==> src/ilalu_pkg.sv <==
// shared types, operation codes and helpers of the integer/long alu
// no dependencies
package ilalu_pkg;

   localparam logic [2:0] CMD_ADD = 3'd0;
   localparam logic [2:0] CMD_SUB = 3'd1;
   localparam logic [2:0] CMD_MUL = 3'd2;
   localparam logic [2:0] CMD_DIV = 3'd3;
   localparam logic [2:0] CMD_REM = 3'd4;
   localparam logic [2:0] CMD_NEG = 3'd5;
   localparam logic [2:0] CMD_SHL = 3'd6;

   typedef struct packed {
      logic [2:0]  cmd;
      logic        wide;
      logic [63:0] a;
      logic [63:0] b;
      logic [5:0]  shamt;
      logic        dz;
   } op_type;

   function automatic logic [63:0] sext32(input logic [63:0] v);
      sext32 = {{32{v[31]}}, v[31:0]};
   endfunction

   function automatic logic [63:0] fit(input logic [63:0] v, input logic wide);
      fit = wide ? v : sext32(v);
   endfunction

endpackage

==> src/ilalu_queue.sv <==
// two-entry queue between the front end and the execution back end
// depends on ilalu_pkg
module ilalu_queue (
   input  logic             clock,
   input  logic             reset,
   input  logic             push,
   input  ilalu_pkg::op_type push_op,
   output logic             full,
   input  logic             pop,
   output logic             head_valid,
   output ilalu_pkg::op_type head_op
);
   import ilalu_pkg::*;

   op_type     slot_ff [2];
   logic       wr_ptr_ff, wr_ptr_in;
   logic       rd_ptr_ff, rd_ptr_in;
   logic [1:0] count_ff, count_in;

   assign full       = (count_ff == 2'd2);
   assign head_valid = (count_ff != 2'd0);
   assign head_op    = slot_ff[rd_ptr_ff];

   always_comb begin
      wr_ptr_in = push ? ~wr_ptr_ff : wr_ptr_ff;
      rd_ptr_in = pop ? ~rd_ptr_ff : rd_ptr_ff;
      count_in  = count_ff + {1'b0, push} - {1'b0, pop};
   end

   always_ff @(posedge clock) begin
      if (reset) begin
         wr_ptr_ff <= 1'b0;
         rd_ptr_ff <= 1'b0;
         count_ff  <= 2'd0;
      end else begin
         wr_ptr_ff <= wr_ptr_in;
         rd_ptr_ff <= rd_ptr_in;
         count_ff  <= count_in;
      end
   end

   always_ff @(posedge clock) begin
      if (push) begin
         slot_ff[wr_ptr_ff] <= push_op;
      end
   end
endmodule

==> config.mk <==
export PLATFORM = sky130hd
export DESIGN_NAME = ilalu_queue
export DESIGN_NICKNAME = d
export VERILOG_FILES = /design/src/ilalu_pkg.sv /design/src/ilalu_queue.sv
export SDC_FILE = /design/constraint.sdc
export NUM_CORES = 1
export LEC_CHECK = 0
export ABC_CLOCK_PERIOD_IN_PS = 15500
export BUFFER_PORTS_ARGS = -buffer_cell sky130_fd_sc_hd__buf_2
export CORE_ASPECT_RATIO = 1.2
export CORE_MARGIN = 4
export CORE_UTILIZATION = 40
export CTS_CLUSTER_DIAMETER = 60
export DETAILED_ROUTE_END_ITERATION = 10
export PLACE_DENSITY = 0.63
export SLEW_MARGIN = 20
export SYNTH_ARGS = -nofsm -noshare
export SYNTH_HDL_FRONTEND = slang
export SYNTH_SLANG_ARGS = --single-unit
==> constraint.sdc <==
create_clock -name clock -period 15.5 [get_ports clock]
set_input_delay 3.1 -clock clock [delete_from_list [all_inputs] [get_ports clock]]
set_output_delay 3.1 -clock clock [all_outputs]
set_load 0.01 [all_outputs]
==> metrics.yaml <==
row_count: 64
initial_core_util: 0.405
ant_nets: 0
critical_path_class: "register to output port"
fmax_ghz: 0.164
synth_cell_types: 14
fin_crit_ps: 6110
cellLeakagePower_uw: 0.00485
pwr-share-comb: 0.099
cts_htree_levels: 1
worstSkewPairLatency_ps: 520
yosysTopAreaCell: "edfxtp_1"
hpwl_um: 14000
grt_usage: 0.139
start_kind: "register"
hold_path_class: "register to register"
drv_slew: 0
drive_gt1_frac: 0.612
cts_tree: "done"
worstMarginPinSlew_ps: 1040
dp.cells: 1055
gp_congestion: 0.796
dieHeight_um: 184
relSlewSlack: 0.306
cellPowerDensity_nw_per_um2: 137
core_um2: 25400
port_buffers: 283
irDropWorstVdd_uv: 96.1
via_count: 5212
ioPinCount: 284
wl_um: 20600
clk_path_buf_depth: 3
syn2layout_area_growth_pct: 26.2
cts_buffers: 28
cts-root-buf: "clkbuf_16"
grt_max_degree: 82
pwr-share-clk: 0.389
crit_fanout: 70
p_sw_uw: 377
worstPathArrival_ps: 3010
cp-end-kind: "output port"
synth_seq_cells: 283
worst_hold_slack_ps: 539
cts_resized: 0
path_clk_slew_ps: 60
cts_setup_buffers: 0
routed_via_density: 4.70
die_w_um: 154
min_period_over_period: 0.394
grt_pass1_wl_um: 30900
synth_area_leaders: "edfxtp_1, mux2_2, buf_6"
setup_violations: 0
netlist.area_leader.share: 0.812
first_iter_violations: 244
layout_common_cells: "buf_2, edfxtp_1, mux2_2"
drc_errors: 0
finalNetCount: 900
drv_cap: 0
wire_per_inst_um: 18.6
grt_pass1_vias: 5746
die-area_um2: 28300
tns_ps: 0
sw_frac_of_total: 0.212
hold_buffers: 0
final_common_cell: "buf_2"
syn_avg_cell_area_um2: 22.7
yosysSeqAreaShare: 0.822
status: "finished, final reports clean"
p_seq_frac: 0.512
cp.required_ps: 12400
overflow: 0
cts.sinks: 283
synthesis.area_um2: 10300
hold_viol: 0
ys.warnings.count: 0
first_pass_iters: 4
final_util: 0.511
final.setup_skew_ps: 10.6
p_int_uw: 1400
rsz0062_at_grt: "false"
antenna_found_initial: 5
synth_cells: 453
final_cells: 1108
synth_nets: 598
power groups by stage:
stage	Sequential [µW]	Clock, µW	Combinational (µW)
after floorplan	925	0	110
after global placement	927	0	176
after detailed placement	930	0	180
after CTS	914	711	181
after global routing	917	749	192
final	913	692	176
layer usage:
| layer | track usage | vias up | wire length, µm |
|---|---|---|---|
| met5 | 0 | - | 49 |
| met4 | 0.0551 | 8 | 759 |
| met3 | 0.0431 | 55 | 1850 |
| met2 | 0.244 | 206 | 10600 |
| met1 | 0.159 | 2529 | 7380 |
| li1 | - | 2414 | - |
sequential cells by signal, summed over array words and instances, names as in the netlist, named ones only:
name	cells
count_ff	2
rd_ptr_ff	1
wr_ptr_ff	1
slot_ff	278
cell families (layout without fill, tap and decap cells):
| logic type | after synthesis | in the layout | share of synthesized area |
|---|---|---|---|
| AND/OR/NAND/NOR | 9 | 9 | 0.00450 |
| multiplexers | 139 | 139 | 0.152 |
| other | 0 | 2 | 0 |
| XOR/XNOR | 3 | 3 | 0.00389 |
| adder cells (fa/ha/maj) | 2 | 2 | 0.00243 |
| flip-flops | 283 | 283 | 0.822 |
| buffers and inverters | 17 | 340 | 0.0152 |
synth_stat cells, drive strengths merged:
cell type / count
nor2: 4
mux2: 139
inv: 2
buf: 15
edfxtp: 278
xnor2: 2
dfxtp: 5
nor2b: 3
ha: 2
and2: 1
or2: 1
xnor3: 1
worst max-delay path: stages (launching register included):
cell and delay [ps]:
dfxtp_4 940, buf_4 830, mux2_2 430, buf_2 140
worst paths after layout:
check	from	depth (start not counted)	slack, ps	end
min	rd_ptr_ff$_SDFFE_PP0P_	2	540	rd_ptr_ff$_SDFFE_PP0P_
min reg2reg	rd_ptr_ff$_SDFFE_PP0P_	2	540	rd_ptr_ff$_SDFFE_PP0P_
max	register	3	9390	head_op[25]
max reg2reg	wr_ptr_ff$_SDFFE_PP0P_	2	12920	slot_ff[1][71]$_DFFE_PP_
layout make-up:
cell class | count | area [µm²]
clock buffer | 34 | 744
tap | 330 | 413
sequential | 283 | 8450
multi-input combinational | 153 | 1690
antenna | 2 | 5.00
fill | 2078 | 12400
clock inverter | 17 | 218
timing repair buffer | 287 | 1450
inverter | 2 | 7.51
stage by stage:
| stage | power, µW | setup slack [ps] | instance area (µm²) |
|---|---|---|---|
| detailed placement | 1110 | 9890 | 12000 |
| global route | 1860 | 9170 | 13000 |
| finish | 1780 | 9390 | 13000 |
| global placement | 1100 | 9940 | 12000 |
| floorplan | 1030 | 5730 | 10300 |
| CTS | 1810 | 9320 | 13000 |
Note: power is estimated with default switching activity, not from simulation.
