### src/ilalu_pkg.sv
// shared types, operation codes and helpers of the integer/long alu
// no dependencies
package ilalu_pkg;

   localparam logic [2:0] CMD_ADD = 3'd0;
   localparam logic [2:0] CMD_SUB = 3'd1;
   localparam logic [2:0] CMD_MUL = 3'd2;
   localparam logic [2:0] CMD_DIV = 3'd3;
   localparam logic [2:0] CMD_REM = 3'd4;
   localparam logic [2:0] CMD_NEG = 3'd5;
   localparam logic [2:0] CMD_SHL = 3'd6;

   typedef struct packed {
      logic [2:0]  cmd;
      logic        wide;
      logic [63:0] a;
      logic [63:0] b;
      logic [5:0]  shamt;
      logic        dz;
   } op_type;

   function automatic logic [63:0] sext32(input logic [63:0] v);
      sext32 = {{32{v[31]}}, v[31:0]};
   endfunction

   function automatic logic [63:0] fit(input logic [63:0] v, input logic wide);
      fit = wide ? v : sext32(v);
   endfunction

endpackage

### src/ilalu_front.sv
// front end: normalizes operands to 64 bits and classifies the operation
// depends on ilalu_pkg
module ilalu_front (
   input  logic [2:0]      cmd,
   input  logic            wide,
   input  logic [63:0]     operand_a,
   input  logic [63:0]     operand_b,
   output ilalu_pkg::op_type op
);
   import ilalu_pkg::*;

   logic [63:0] a_ext;
   logic [63:0] b_ext;

   assign a_ext = fit(operand_a, wide);
   assign b_ext = fit(operand_b, wide);

   always_comb begin
      op.cmd   = cmd;
      op.wide  = wide;
      op.a     = a_ext;
      op.b     = b_ext;
      // int shifts use only five count bits
      op.shamt = wide ? b_ext[5:0] : {1'b0, b_ext[4:0]};
      op.dz    = ((cmd == CMD_DIV) || (cmd == CMD_REM)) && (b_ext == 64'd0);
   end
endmodule

### config.mk
export PLATFORM = sky130hd
export DESIGN_NAME = ilalu_front
export DESIGN_NICKNAME = d
export VERILOG_FILES = /design/src/ilalu_pkg.sv /design/src/ilalu_front.sv
export SDC_FILE = /design/constraint.sdc
export NUM_CORES = 1
export LEC_CHECK = 0
export BUFFER_PORTS_ARGS = -buffer_cell sky130_fd_sc_hd__clkbuf_2
export CAP_MARGIN = 20
export CORE_AREA = 2 2 105 107
export DETAILED_ROUTE_END_ITERATION = 6
export DIE_AREA = 0 0 107 109
export SLEW_MARGIN = 10
export SYNTH_ARGS = -nofsm -noshare
export SYNTH_HDL_FRONTEND = slang
export SYNTH_SLANG_ARGS = --single-unit
export TNS_END_PERCENT = 50
### constraint.sdc
create_clock -name vclk -period 1.8
set_input_delay 0.36 -clock vclk [all_inputs]
set_output_delay 0.36 -clock vclk [all_outputs]
set_load 0.05 [all_outputs]
==> run_summary.xml <==
<?xml version="1.0" encoding="UTF-8"?>
<metrics>
  <group name="run_status">
    <metric name="run_status" unit="">finished with violations</metric>
    <metric name="failed_checks" unit="">setup timing</metric>
  </group>
  <group name="route">
    <metric name="drt-initial-drc-count" unit="">44</metric>
    <metric name="route.detailed.wl_per_inst" unit="um">10.0</metric>
    <metric name="vias_per_cell" unit="">3.71</metric>
    <metric name="detail_route.wirelength" unit="um">5280</metric>
    <metric name="via_count" unit="">1959</metric>
    <metric name="drc" unit="">0</metric>
    <metric name="drtPass1Iterations" unit="">4</metric>
    <metric name="ant_nets" unit="">0</metric>
  </group>
  <group name="cells_and_area">
    <metric name="drive_above_1_share" unit="%">62.9</metric>
    <metric name="layout.filler_cells" unit="">1213</metric>
    <metric name="nNetsFinal" unit="">522</metric>
    <metric name="multi_input_area" unit="um2">773</metric>
    <metric name="regArea" unit="um2">0</metric>
    <metric name="antenna_cells" unit="">0</metric>
    <metric name="stdcell_count" unit="">528</metric>
    <metric name="numSequentialCells" unit="">0</metric>
    <metric name="area_growth_syn_to_layout" unit="%">88.3</metric>
    <metric name="layout_utilization" unit="%">22.8</metric>
    <metric name="clock_buffers" unit="">0</metric>
  </group>
  <group name="worst_setup_path">
    <metric name="timing.critical_path.to_type" unit="">output port</metric>
    <metric name="data_required_time_of_the_worst_path" unit="ns">1.44</metric>
    <metric name="timing.critical_path.arrival" unit="ns">1.61</metric>
    <metric name="critical_setup_path_kind" unit="">in -&gt; out</metric>
    <metric name="crit_path_cell_trace" unit="">buf_8 -&gt; nor4_4 -&gt; buf_4 -&gt; nand4_1 -&gt; o21ai_2 -&gt; nor4b_4 -&gt; buf_12</metric>
    <metric name="worst_path_largest_cell_delay" unit="ns">0.31</metric>
    <metric name="crit_path_start_kind" unit="">input pin</metric>
    <metric name="cpMaxStageDelayCell" unit="">sky130_fd_sc_hd__nor4_4</metric>
    <metric name="crit_path_max_fanout" unit="">2</metric>
  </group>
  <group name="floorplan">
    <metric name="io-pin-count" unit="">271</metric>
    <metric name="core.rowCount" unit="">38</metric>
    <metric name="core_area" unit="um2">10600</metric>
    <metric name="die-width" unit="um">107</metric>
    <metric name="fp.dieH" unit="um">109</metric>
    <metric name="floorplan.initialDensity" unit="%">12.1</metric>
    <metric name="design.die.area" unit="um2">11700</metric>
  </group>
  <group name="power">
    <metric name="max-vdd-ir-drop" unit="uV">145</metric>
    <metric name="p_leak" unit="nW">1.54</metric>
    <metric name="cellPowerDensity" unit="nW/um2">477</metric>
    <metric name="report.power.total" unit="mW">1.15</metric>
  </group>
  <group name="sta">
    <metric name="final_period_demand_of_the_worst_path" unit="ns">1.97</metric>
    <metric name="post_route_clock_period_utilization" unit="%">110</metric>
    <metric name="timing_hold_violations_final" unit="">0</metric>
    <metric name="worst_slew_pin_slew" unit="ns">0.319</metric>
    <metric name="slew-limit-headroom" unit="%">78.5</metric>
    <metric name="fmaxAchievable" unit="MHz">507</metric>
    <metric name="timing.final.setup_violations" unit="">1</metric>
    <metric name="setup_repair_after_global_routing_missed_its_margin" unit="">yes</metric>
    <metric name="postLayoutSetupSlackWorst" unit="ns">-0.171</metric>
    <metric name="report.final.slew_viol_count" unit="">0</metric>
  </group>
  <group name="yosys">
    <metric name="post_synth_inst_count" unit="">244</metric>
    <metric name="avgSynthCellArea" unit="um2">5.26</metric>
    <metric name="number_of_warning_messages_in_the_yosys_log" unit="">0</metric>
    <metric name="synthMostInstantiatedCell" unit="">sky130_fd_sc_hd__nand2_1</metric>
    <metric name="syn-num-nets" unit="">376</metric>
    <metric name="yosys.cell_types.count" unit="">14</metric>
    <metric name="yosysTopAreaCell" unit="">sky130_fd_sc_hd__buf_4</metric>
    <metric name="post_synth_instance_area" unit="um2">1280</metric>
    <metric name="synth_top_cell_area_share" unit="%">42.7</metric>
    <metric name="yosys-top-cells-area" unit="">sky130_fd_sc_hd__buf_4 (43%), sky130_fd_sc_hd__nand2_1 (38%), sky130_fd_sc_hd__nor4_1 (7.8%)</metric>
    <metric name="netlist_top_cells_count" unit="">sky130_fd_sc_hd__nand2_1 (129), sky130_fd_sc_hd__buf_4 (73), sky130_fd_sc_hd__nor4_1 (16)</metric>
    <metric name="synth_sequential_area_ratio" unit="%">0</metric>
  </group>
  <group name="global_route">
    <metric name="first_pass_grt_wire_length" unit="um">7380</metric>
    <metric name="pin_count_of_the_biggest_net_entering_global_routing" unit="">33</metric>
    <metric name="antenna_violations_before_repair" unit="">0</metric>
    <metric name="via_count_of_the_first_global_routing_pass" unit="">1601</metric>
    <metric name="grt_use_total" unit="%">7.84</metric>
    <metric name="grt_overflow_total" unit="">0</metric>
  </group>
  <group name="job">
    <metric name="max_cap_viols" unit="">0</metric>
  </group>
  <group name="placement">
    <metric name="port_buffers" unit="">209</metric>
    <metric name="gp_congestion" unit="">0.710</metric>
    <metric name="placement.setup.worst_slack" unit="ns">-0.348</metric>
    <metric name="place.detailed.hpwl" unit="um">4850</metric>
    <metric name="dp_cells" unit="">528</metric>
  </group>
  <group name="hold_path">
    <metric name="min_path_type" unit="">in -&gt; out</metric>
  </group>
  <group name="clocking">
    <metric name="cts.repair_timing.setup_buffer_count" unit="">0</metric>
  </group>
</metrics>
==> critical path: cells and delay by family <==
family / cells / cell delay, ns
simple gates: 3 / 0.65
buf+inv: 3 / 0.43
compound gates: 1 / 0.17
==> logic make-up (layout without fill, tap and decap cells) <==
group / Yosys count / after routing / synth area share, %
AOI/OAI and AO/OA: 2 / 2 / 0.975
buffers and inverters: 87 / 231 / 48.1
and+or+nand+nor: 155 / 155 / 50.9
==> power by group <==
part,leakage (nW),total [mW],internal [mW],switching (mW)
registers,0,0,0,0
clock network,0,0,0,0
logic,1.54,1.15,0.334,0.819
total,1.54,1.15,0.334,0.819
==> metal layers <==
| metal | GRT usage, % | wire length, um | vias up |
|---|---|---|---|
| met1 | 7.54 | 1740 | 813 |
| met3 | 1.02 | 533 | 10 |
| met2 | 17.6 | 2960 | 150 |
| met5 | 0 | 0 | - |
| met4 | 1.02 | 48 | 0 |
| li1 | - | - | 986 |
==> final cells by class <==
cell class	instances	area share [%]
Multi-Input combinational cell	157	32.0
Tap cell	140	7.25
Timing Repair Buffer	231	60.7
==> timing repair <==
item                                    4_1_cts  5_1_grt
endpoints found under the hold margin         0        0
gates resized for setup                       3        6
pin swaps                                     0        3
hold buffers                                  0        0
endpoints found under the setup margin        1        1
==> stage by stage <==
step | TNS, ns | cell area, um2 | hold slack, ns
final | -0.171 | 2410 | 0.720
after global routing | -0.304 | 2410 | 0.720
after CTS | -0.262 | 2390 | 0.720
after detailed placement | -0.348 | 2370 | 0.720
after global placement | -0.349 | 2370 | 0.720
after floorplan | -0.000792 | 1360 | 0.887
==> placed cells by master, fill, tap and decap left out <==
| master | count |
|---|---|
| sky130_fd_sc_hd__nand3_1 | 1 |
| sky130_fd_sc_hd__nor4_4 | 3 |
| sky130_fd_sc_hd__nand4_1 | 3 |
| sky130_fd_sc_hd__nor4b_4 | 1 |
| sky130_fd_sc_hd__nor3b_1 | 1 |
| sky130_fd_sc_hd__nand2_1 | 129 |
| sky130_fd_sc_hd__nor2_1 | 1 |
| sky130_fd_sc_hd__o211ai_1 | 1 |
| sky130_fd_sc_hd__and2_1 | 1 |
| sky130_fd_sc_hd__nand2b_1 | 2 |
| sky130_fd_sc_hd__buf_4 | 18 |
| sky130_fd_sc_hd__buf_8 | 1 |
| sky130_fd_sc_hd__clkbuf_2 | 195 |
| sky130_fd_sc_hd__o21ai_2 | 1 |
| sky130_fd_sc_hd__nor4_2 | 8 |
| sky130_fd_sc_hd__nor4_1 | 5 |
| sky130_fd_sc_hd__buf_12 | 17 |
==> path summary, 6_finish.rpt <==
check,start,slack (ns),depth (start not counted),endpoint
setup / recovery,operand_b[35],-0.17,7,op[0]
hold / removal,operand_a[22],0.72,0,op[93]
Note: power is estimated with default switching activity, not from simulation.
